## config.mk

```make
export PLATFORM = sky130hd
export DESIGN_NAME = pose_running_median_core
export DESIGN_NICKNAME = d
export VERILOG_FILES = /design/src/rtl/core/prm_pkg.sv /design/src/rtl/core/pose_running_median_core.sv /design/src/rtl/core/prm_ctrl.sv /design/src/rtl/core/prm_dpath.sv
export SDC_FILE = /design/constraint.sdc
export NUM_CORES = 1
export LEC_CHECK = 0
export ABC_AREA = 1
export BUFFER_PORTS_ARGS = -buffer_cell sky130_fd_sc_hd__buf_2
export CELL_PAD_IN_SITES_DETAIL_PLACEMENT = 0
export CELL_PAD_IN_SITES_GLOBAL_PLACEMENT = 1
export CORE_MARGIN = 3
export CORE_UTILIZATION = 30
export CTS_CLUSTER_DIAMETER = 40
export CTS_CLUSTER_SIZE = 28
export DETAILED_ROUTE_END_ITERATION = 6
export HOLD_SLACK_MARGIN = 0.03
export PLACE_DENSITY_LB_ADDON = 0.1
export SLEW_MARGIN = 20
export SYNTH_ARGS = -nofsm -noshare
export SYNTH_HDL_FRONTEND = slang
export SYNTH_SLANG_ARGS = --single-unit
```

## constraint.sdc

```tcl
create_clock -name clk -period 8.8 [get_ports clk]
set_clock_uncertainty 0.2 [all_clocks]
set_input_delay 1.32 -clock clk [delete_from_list [all_inputs] [get_ports clk]]
set_output_delay 1.32 -clock clk [all_outputs]
set_load 0.005 [all_outputs]
```

## src/rtl/core/prm_pkg.sv

```systemverilog
package prm_pkg;

    // Window geometry and sample format
    localparam int WINDOW      = 7;
    localparam int SAMPLE_BITS = 16;
    localparam int CHANNELS    = 3;

    // Rank picked from the sorted window (upper median for even windows)
    localparam int RANK_TARGET = WINDOW / 2;

    // Counter widths
    localparam int IDX_W = (WINDOW > 1) ? $clog2(WINDOW) : 1;
    localparam int CNT_W = $clog2(WINDOW + 1);

    // Stream data width, padded to whole bytes
    localparam int PAYLOAD_W = CHANNELS * SAMPLE_BITS;
    localparam int TDATA_W   = ((PAYLOAD_W + 7) / 8) * 8;

    typedef logic signed [SAMPLE_BITS-1:0] sample_t;
    typedef logic [CHANNELS-1:0][SAMPLE_BITS-1:0] chan_vec_t;

    typedef enum logic [1:0] {
        ST_IDLE,
        ST_RANK,
        ST_DONE
    } state_t;

    // Controller to datapath
    typedef struct packed {
        logic load_in;   // shift new sample into windows, clear index
        logic rank_en;   // rank one candidate per channel
        logic load_out;  // move medians into the output register
    } cmd_t;

    // Datapath to controller
    typedef struct packed {
        logic rank_last; // current candidate is the last window entry
    } status_t;

endpackage

```

## src/rtl/core/pose_running_median_core.sv

```systemverilog
// Running median over the last WINDOW pose samples, per channel.
// A new request is accepted only while idle, after the previous medians have
// moved into the output register; one window entry is ranked per cycle against
// all others by a comparator row per channel.
// Reset (rst_n low, asynchronous): windows cleared to zero, no result pending.
module pose_running_median_core (
    input  logic                        clk,
    input  logic                        rst_n,
    input  logic                        s_axis_tvalid,
    output logic                        s_axis_tready,
    // sample_x, sample_y, sample_heading
    input  logic [prm_pkg::TDATA_W-1:0] s_axis_tdata,
    output logic                        m_axis_tvalid,
    input  logic                        m_axis_tready,
    // median_x, median_y, median_heading
    output logic [prm_pkg::TDATA_W-1:0] m_axis_tdata
);
    import prm_pkg::*;

    cmd_t      cmd;
    status_t   status;
    chan_vec_t sample_in;
    chan_vec_t median_out;

    assign sample_in = s_axis_tdata[PAYLOAD_W-1:0];

    // Result packing, zero pad to byte boundary
    always_comb
    begin
        m_axis_tdata                = '0;
        m_axis_tdata[PAYLOAD_W-1:0] = median_out;
    end

    prm_ctrl u_ctrl (
        .clk       (clk),
        .rst_n     (rst_n),
        .in_valid  (s_axis_tvalid),
        .in_ready  (s_axis_tready),
        .out_valid (m_axis_tvalid),
        .out_ready (m_axis_tready),
        .cmd       (cmd),
        .status    (status)
    );

    prm_dpath u_dpath (
        .clk        (clk),
        .rst_n      (rst_n),
        .cmd        (cmd),
        .sample_in  (sample_in),
        .median_out (median_out),
        .status     (status)
    );

endmodule

```

## src/rtl/core/prm_ctrl.sv

```systemverilog
module prm_ctrl (
    input  logic             clk,
    input  logic             rst_n,
    input  logic             in_valid,
    output logic             in_ready,
    output logic             out_valid,
    input  logic             out_ready,
    output prm_pkg::cmd_t    cmd,
    input  prm_pkg::status_t status
);
    import prm_pkg::*;

    state_t state_reg;
    state_t state_next;
    logic   out_valid_reg;
    logic   out_valid_next;
    logic   out_free;

    // Output register may be refilled when empty or being drained
    assign out_free = !out_valid_reg || out_ready;

    // Next state
    always_comb
    begin
        state_next = state_reg;
        case (state_reg)
            ST_IDLE:
            begin
                if (in_valid)
                begin
                    state_next = ST_RANK;
                end
            end
            ST_RANK:
            begin
                if (status.rank_last)
                begin
                    state_next = ST_DONE;
                end
            end
            ST_DONE:
            begin
                if (out_free)
                begin
                    state_next = ST_IDLE;
                end
            end
            default:
            begin
                state_next = ST_IDLE;
            end
        endcase
    end

    // Outputs
    always_comb
    begin
        in_ready     = 1'b0;
        cmd.load_in  = 1'b0;
        cmd.rank_en  = 1'b0;
        cmd.load_out = 1'b0;
        case (state_reg)
            ST_IDLE:
            begin
                in_ready    = 1'b1;
                cmd.load_in = in_valid;
            end
            ST_RANK:
            begin
                cmd.rank_en = 1'b1;
            end
            ST_DONE:
            begin
                cmd.load_out = out_free;
            end
            default:
            begin
                in_ready = 1'b0;
            end
        endcase
    end

    // Output valid flag
    always_comb
    begin
        out_valid_next = out_valid_reg;
        if (cmd.load_out)
        begin
            out_valid_next = 1'b1;
        end
        else if (out_ready)
        begin
            out_valid_next = 1'b0;
        end
    end

    always_ff @(posedge clk or negedge rst_n)
    begin
        if (!rst_n)
        begin
            state_reg     <= ST_IDLE;
            out_valid_reg <= 1'b0;
        end
        else
        begin
            state_reg     <= state_next;
            out_valid_reg <= out_valid_next;
        end
    end

    assign out_valid = out_valid_reg;

endmodule

```

## src/rtl/core/prm_dpath.sv

```systemverilog
module prm_dpath (
    input  logic                clk,
    input  logic                rst_n,
    input  prm_pkg::cmd_t       cmd,
    input  prm_pkg::chan_vec_t  sample_in,
    output prm_pkg::chan_vec_t  median_out,
    output prm_pkg::status_t    status
);
    import prm_pkg::*;

    sample_t          win_reg [CHANNELS][WINDOW];
    logic [IDX_W-1:0] idx_reg;
    logic [IDX_W-1:0] idx_next;
    sample_t          med_reg [CHANNELS];
    sample_t          out_reg [CHANNELS];
    sample_t          cand    [CHANNELS];
    logic [CNT_W-1:0] rank    [CHANNELS];
    logic             hit     [CHANNELS];

    assign status.rank_last = (idx_reg == IDX_W'(WINDOW - 1));

    // Candidate index: cleared on a new sample, steps while ranking
    always_comb
    begin
        idx_next = idx_reg;
        if (cmd.load_in)
        begin
            idx_next = '0;
        end
        else if (cmd.rank_en && !status.rank_last)
        begin
            idx_next = idx_reg + IDX_W'(1);
        end
    end

    // Rank of the current candidate: entries below it, ties broken by position
    always_comb
    begin
        for (int c = 0; c < CHANNELS; c++)
        begin
            cand[c] = win_reg[c][idx_reg];
            rank[c] = '0;
            for (int j = 0; j < WINDOW; j++)
            begin
                if ((win_reg[c][j] < cand[c]) ||
                    ((win_reg[c][j] == cand[c]) && (IDX_W'(j) < idx_reg)))
                begin
                    rank[c] = rank[c] + CNT_W'(1);
                end
            end
            hit[c] = (rank[c] == CNT_W'(RANK_TARGET));
        end
    end

    // Sample windows, newest in entry 0
    always_ff @(posedge clk or negedge rst_n)
    begin
        if (!rst_n)
        begin
            for (int c = 0; c < CHANNELS; c++)
            begin
                for (int i = 0; i < WINDOW; i++)
                begin
                    win_reg[c][i] <= '0;
                end
            end
            idx_reg <= '0;
        end
        else
        begin
            if (cmd.load_in)
            begin
                for (int c = 0; c < CHANNELS; c++)
                begin
                    win_reg[c][0] <= sample_t'(sample_in[c]);
                    for (int i = 1; i < WINDOW; i++)
                    begin
                        win_reg[c][i] <= win_reg[c][i-1];
                    end
                end
            end
            idx_reg <= idx_next;
        end
    end

    // Median capture and output register
    always_ff @(posedge clk)
    begin
        for (int c = 0; c < CHANNELS; c++)
        begin
            if (cmd.rank_en && hit[c])
            begin
                med_reg[c] <= cand[c];
            end
            if (cmd.load_out)
            begin
                out_reg[c] <= med_reg[c];
            end
        end
    end

    always_comb
    begin
        for (int c = 0; c < CHANNELS; c++)
        begin
            median_out[c] = out_reg[c];
        end
    end

endmodule

```

==> results of run 1 <==
## cells in the mapped netlist, types with 2 or more instances
cell type	number	share of area, %
nand4_1	43	0.99
nor3_1	14	0.26
nor2_1	103	1.4
ha_1	356	16
nand4_2	2	0.092
o21a_1	11	0.30
nor3_2	3	0.11
nand3_2	16	0.59
o21ai_0	473	8.7
or2_2	2	0.046
edfxtp_1	96	11
clkinv_1	2	0.028
o21bai_1	5	0.14
o221ai_1	79	2.5
buf_1	16	0.22
o211ai_1	3	0.083
a221oi_1	2	0.065
o22ai_1	21	0.48
xor2_1	2	0.065
nand2_1	799	11
or2_0	2	0.046
o21ai_1	5	0.092
nor3_4	2	0.12
o41ai_1	2	0.065
nand3_1	92	1.7
inv_1	424	5.9
dfrtp_1	342	32
a21oi_2	3	0.097
nand2_2	18	0.41
and2_1	6	0.14
a21oi_1	162	3.0
inv_2	3	0.041
o2111ai_1	2	0.065
clkbuf_1	102	1.4
nor4_1	5	0.12
nand2_4	2	0.083
a21o_1	8	0.22
a211oi_1	5	0.14
nand3b_1	6	0.17
## per-stage QoR
step / utilization, % / area (sq um)
final: 36.5 / 32500
after global routing: 36.5 / 32500
after global placement: 32.5 / 29000
after CTS: 36.5 / 32500
after floorplan: - / 27100
after detailed placement: 32.5 / 29000
## worst max-delay path, delay by kind of cell, from the launching register on
kind	cells	cell delay (ns)
flops	1	0.56
simple gates	20	2.65
buf+inv	7	1.36
compound gates	5	1.21
fa+ha+maj	6	1.60
## kinds of logic (layout without fill, tap and decap cells)
kind of cell	Yosys count	in the layout	share of synthesized area, %
flip-flops	438	438	42.2
AND/OR/NAND/NOR	1118	1118	17.5
other	0	1	0
AO/OA/AOI/OAI	787	787	16.2
XOR/XNOR	3	3	0.0968
buffers and inverters	550	752	7.63
adder cells (fa/ha/maj)	356	356	16.4
## per-layer routing
metal,global-route usage [%],part of all wire [%]
met1,27.5,48
met2,30.9,45
met3,3.20,4.3
met4,5.88,2.8
met5,0,0
## cells in the final DEF, fill, tap and decap left out, types with 16 or more instances in the layout
cell        netlist  layout
clkbuf_16         0     104
o22ai_1          21      21
ha_1            356     356
nand2_2          18      18
nand3_2          16      16
inv_1           424     424
nand2_1         799     796
nor2_1          103      99
buf_4             1      23
nand3_1          92      92
clkinv_4          0      18
o21ai_0         473     473
buf_2             1     100
nand4_1          43      43
clkinvlp_4        0      19
o221ai_1         79      79
a21oi_1         162     162
dfrtp_1         342     341
edfxtp_1         96      96
## area by class of cell
cell class | instances | area share, %
multi-input combinational | 2264 | 42.0
antenna | 1 | 0.00769
clock inverter | 81 | 2.73
sequential | 438 | 35.2
tap | 1165 | 4.48
timing repair buffer | 128 | 2.36
clock buffer | 113 | 8.26
inverter | 430 | 4.98
## worst max-delay path by stage
stage | endpoint | slack, ns | cells past startpoint
after floorplan | u_dpath.med_reg[0][0]$_DFFE_PP_ | 2.00 | 39
after global placement | u_dpath.med_reg[0][26]$_DFFE_PP_ | 0.92 | 38
after detailed placement | u_dpath.med_reg[0][26]$_DFFE_PP_ | 0.86 | 36
after CTS | u_dpath.med_reg[0][45]$_DFFE_PP_ | 0.80 | 34
after global routing | u_dpath.med_reg[0][19]$_DFFE_PP_ | 0.21 | 37
final | u_dpath.med_reg[0][19]$_DFFE_PP_ | 0.82 | 38
==> impl_metrics.ini, run 1 <==
[synthesis]
synth_flop_cell = dfrtp_1
ys_ff_latch = 438
yosysUniqueCellTypes = 52
yosysSeqAreaShare_pct = 42.2
async_flop_share_pct = 78.1
synth_nets = 3660
yosysWarnings = 0
syn_area_per_cell_sq_um = 8.35
synth_edf_count = 96
syn_inst = 3252
netlist_area_sq_um = 27100

[clock_network]
cts_root_buf = clkbuf_16
clock_latency_ns = 0.67
post_cts.repair.setup_buffers = 0
numClockSinks = 438
ctsResizeCount = 0
hold_buffers = 0
clk_pin_slew_ns = 0.05
cts_buffers = 102
ctsLongestPathBuffers = 3
cts_tree = built
htree_levels = 3

[critical_path]
cpPeakStageDelay_ns = 0.76
path_common_cell = nand2_1
timing.rr.start = u_dpath.idx_reg[2]$_DFFE_PN0P_
cp-start-kind = flip-flop
r2r-end = u_dpath.med_reg[0][19]$_DFFE_PP_
r2r.worst_path.cells = 38
worst_ep_required_time_ns = 8.91
crit_arrival_ns = 8.10
cp_max_fo = 57
end_kind = flip-flop
crit_start = u_dpath.idx_reg[2]$_DFFE_PN0P_
crit_path_top_delay_cell = nand2_4
crit_type = reg -> reg
reg2reg_slack_ns = 0.82

[global_route]
grt_pass1_vias = 22700
grt_usage_pct = 19.6
antenna_found_initial = 4
grt_pass1_wl_mm = 141
overflow = 0
grt_max_degree = 128

[sta]
hold_violations = 0
min_period_over_period_pct = 90.7
grt_setup_unrepaired = false
fin_hold_ws_ns = 0.216
max_freq_ghz = 0.125
slew_viol_final = 0
worst_pin_slew_ns = 1.00
finalSetupTns_ns = 0
setup_slack_ns = 0.816
setup_viol = 0
fin_crit_ns = 7.98
max_slew_margin_pct = 33.1

[die]
initial_core_util_pct = 30.5
die_w_microns = 307
io_pins = 102
rows = 109
dieHeight_microns = 307
die-area_sq_um = 94100
core-area_sq_um = 89100

[detailed_routing]
vias = 22800
drt_iter0_drc = 1405
ant_nets = 0
wl_mm = 92.1
vias_per_cell = 4.94
drc = 0
wire_per_inst_microns = 19.9
drt-pass1-iter-count = 5

[min_path]
hold_start = u_dpath.med_reg[0][25]$_DFFE_PP_
holdCritPathClass = reg -> reg
whs_endpoint = u_dpath.out_reg[0][25]$_DFFE_PP_
hold_depth = 0

[layout]
largest_reg_flops = 336
syn2layout_area_growth_pct = 19.9
drive_gt1_share_pct = 11.0
fin_cells = 4620
nets = 3772
multi_input_area_sq_um = 13700
fillers = 9113
regArea_sq_um = 11400

[status]
status = completed

[placement]
io_buffer_count = 101
dp.cells = 4425
place_ws_ns = 0.865
dp_hpwl_mm = 66.5
globalplace.congestion = 0.856

[run]
max_cap_viol_count = 0
Power of run 1 is not shown: default switching activity piles up to over one toggle a cycle in this logic, so the estimate is an artifact.
==> run 2, diff against run 1 <==
clock period = 6.5 ns   (was 8.8 ns; I/O delays follow)
==> impl_metrics.ini, run 2 (synthesis results as in run 1) <==
[sta]
grt_setup_unrepaired = true
slew_viol_final = 0
hold_violations = 0
max_slew_margin_pct = 33.7
fin_hold_ws_ns = 0.0646
worst_pin_slew_ns = 0.994
fin_crit_ns = 6.39
max_freq_ghz = 0.157
min_period_over_period_pct = 98.3
setup_viol = 0

[detailed_routing]
drc = 0
ant_nets = 0
wl_mm = 95.6
drt_iter0_drc = 1515
met1_length_mm = 46.1
met3_length_mm = 4.12
wire_per_inst_microns = 19.6
vias_per_cell = 4.85
drt-pass1-iter-count = 5
top_layer = met4
vias = 23700
wl_met2_mm = 42.8

[critical_path]
crit_arrival_ns = 6.55
crit_type = reg -> reg
worst-path-stages = 44
timing.rr.start = u_dpath.idx_reg[1]$_DFFE_PN0P_
path_common_cell = nand2_2
r2r.worst_path.cells = 44
cpPeakStageDelay_ns = 0.41
crit_path_top_delay_cell = dfrtp_1
cp_max_fo = 7
critical_path_buf_inv_count = 11
end_kind = flip-flop
cp-start-kind = flip-flop
cp_top_family = simple AND/OR/NAND/NOR gates
worst_ep_required_time_ns = 6.66
crit_start = u_dpath.idx_reg[1]$_DFFE_PN0P_

[die]
io_pins = 102
initial_core_util_pct = 30.5
core-area_sq_um = 89100
dieHeight_microns = 307
die-area_sq_um = 94100
rows = 109
die_w_microns = 307

[layout]
final_cell_mix = nand2_1 (756), o21ai_0 (401), inv_1 (396)
nets = 4042
fillers = 8921
layout_commonest_cell = nand2_1
syn2layout_area_growth_pct = 32.9
drive_gt1_share_pct = 22.3
largest_reg_flops = 336

[placement]
io_buffer_count = 101
globalplace.congestion = 0.860
dp_hpwl_mm = 70.2

[global_route]
grt_pass1_wl_mm = 146
grt_usage_pct = 20.2
grt_max_degree = 245
grt_pass1_vias = 24100
overflow = 0
antenna_found_initial = 0

[min_path]
holdCritPathClass = in -> async

[clock_network]
cts_buffers = 100
clk_pin_slew_ns = 0.05
ctsLongestPathBuffers = 3
cts_tree = built
clock_latency_ns = 0.66
htree_levels = 3
numClockSinks = 438
cts_root_buf = clkbuf_16

[run]
max_cap_viol_count = 0

[status]
status = completed
-- run 2: cell count changes in the layout (fill, tap and decap cells not counted), moves of 24 or more --
cell     before  now
buf_4        23  245
o21ai_0     473  401
o21ai_1       5   55
ha_1        356  315
nand2_1     796  756
ha_4          0   39
nand2_2      18   55
inv_1       424  396
inv_2         4   29
buf_12        4   28
-- run 2: area by class of cell --
cell class,count,area [sq um],share of cell area (%)
timing repair buffer,399,3250,9.00
inverter,430,1640,4.55
multi-input combinational,2265,14800,41.0
antenna,2,5.00,0.0139
clock inverter,69,742,2.06
clock buffer,121,2750,7.62
sequential,438,11400,31.7
tap,1165,1460,4.04
-- run 2: what timing repair did --
action | CTS | global route
setup buffers | 27 | 34
hold buffers | 0 | 0
gates cloned | 4 | 2
pin swaps | 58 | 130
gates resized for setup | 130 | 205
endpoints found under the setup margin | 48 | 48
-- run 2: final timing paths --
check,to,slack (ns)
min in group clk,u_dpath.out_reg[0][36]$_DFFE_PP_,0.21
setup reg to reg,u_dpath.med_reg[0][1]$_DFFE_PP_,0.11
max in group asynchronous,u_dpath.win_reg[144]$_DFFE_PN0P_,4.74
hold / removal,u_dpath.win_reg[96]$_DFFE_PN0P_,0.06
hold reg to reg,u_dpath.out_reg[0][36]$_DFFE_PP_,0.21
setup / recovery,u_dpath.med_reg[0][1]$_DFFE_PP_,0.11
-- run 2: through the flow --
step                      instances  setup slack [ns]  util, %  area (sq um)  setup TNS [ns]
after CTS                      4855           0.00573     39.3         35000               0
after detailed placement       4636            -0.670     34.5         30700          -14.31
after global placement         4636            -0.584     34.5         30700          -11.87
after global routing           4887            -0.196     40.5         36100           -5.77
final                          4889             0.113     40.5         36100               0
after floorplan                3252            0.0778        -         27100               0
-- run 2: routing by layer --
layer | vias to the layer above | GRT usage [%]
met1 | 11200 | 28.2
met2 | 491 | 31.8
met3 | 152 | 3.51
met5 | - | 0
li1 | 11900 | -
met4 | 0 | 6.32
Power of run 2 is left out for the same reason.
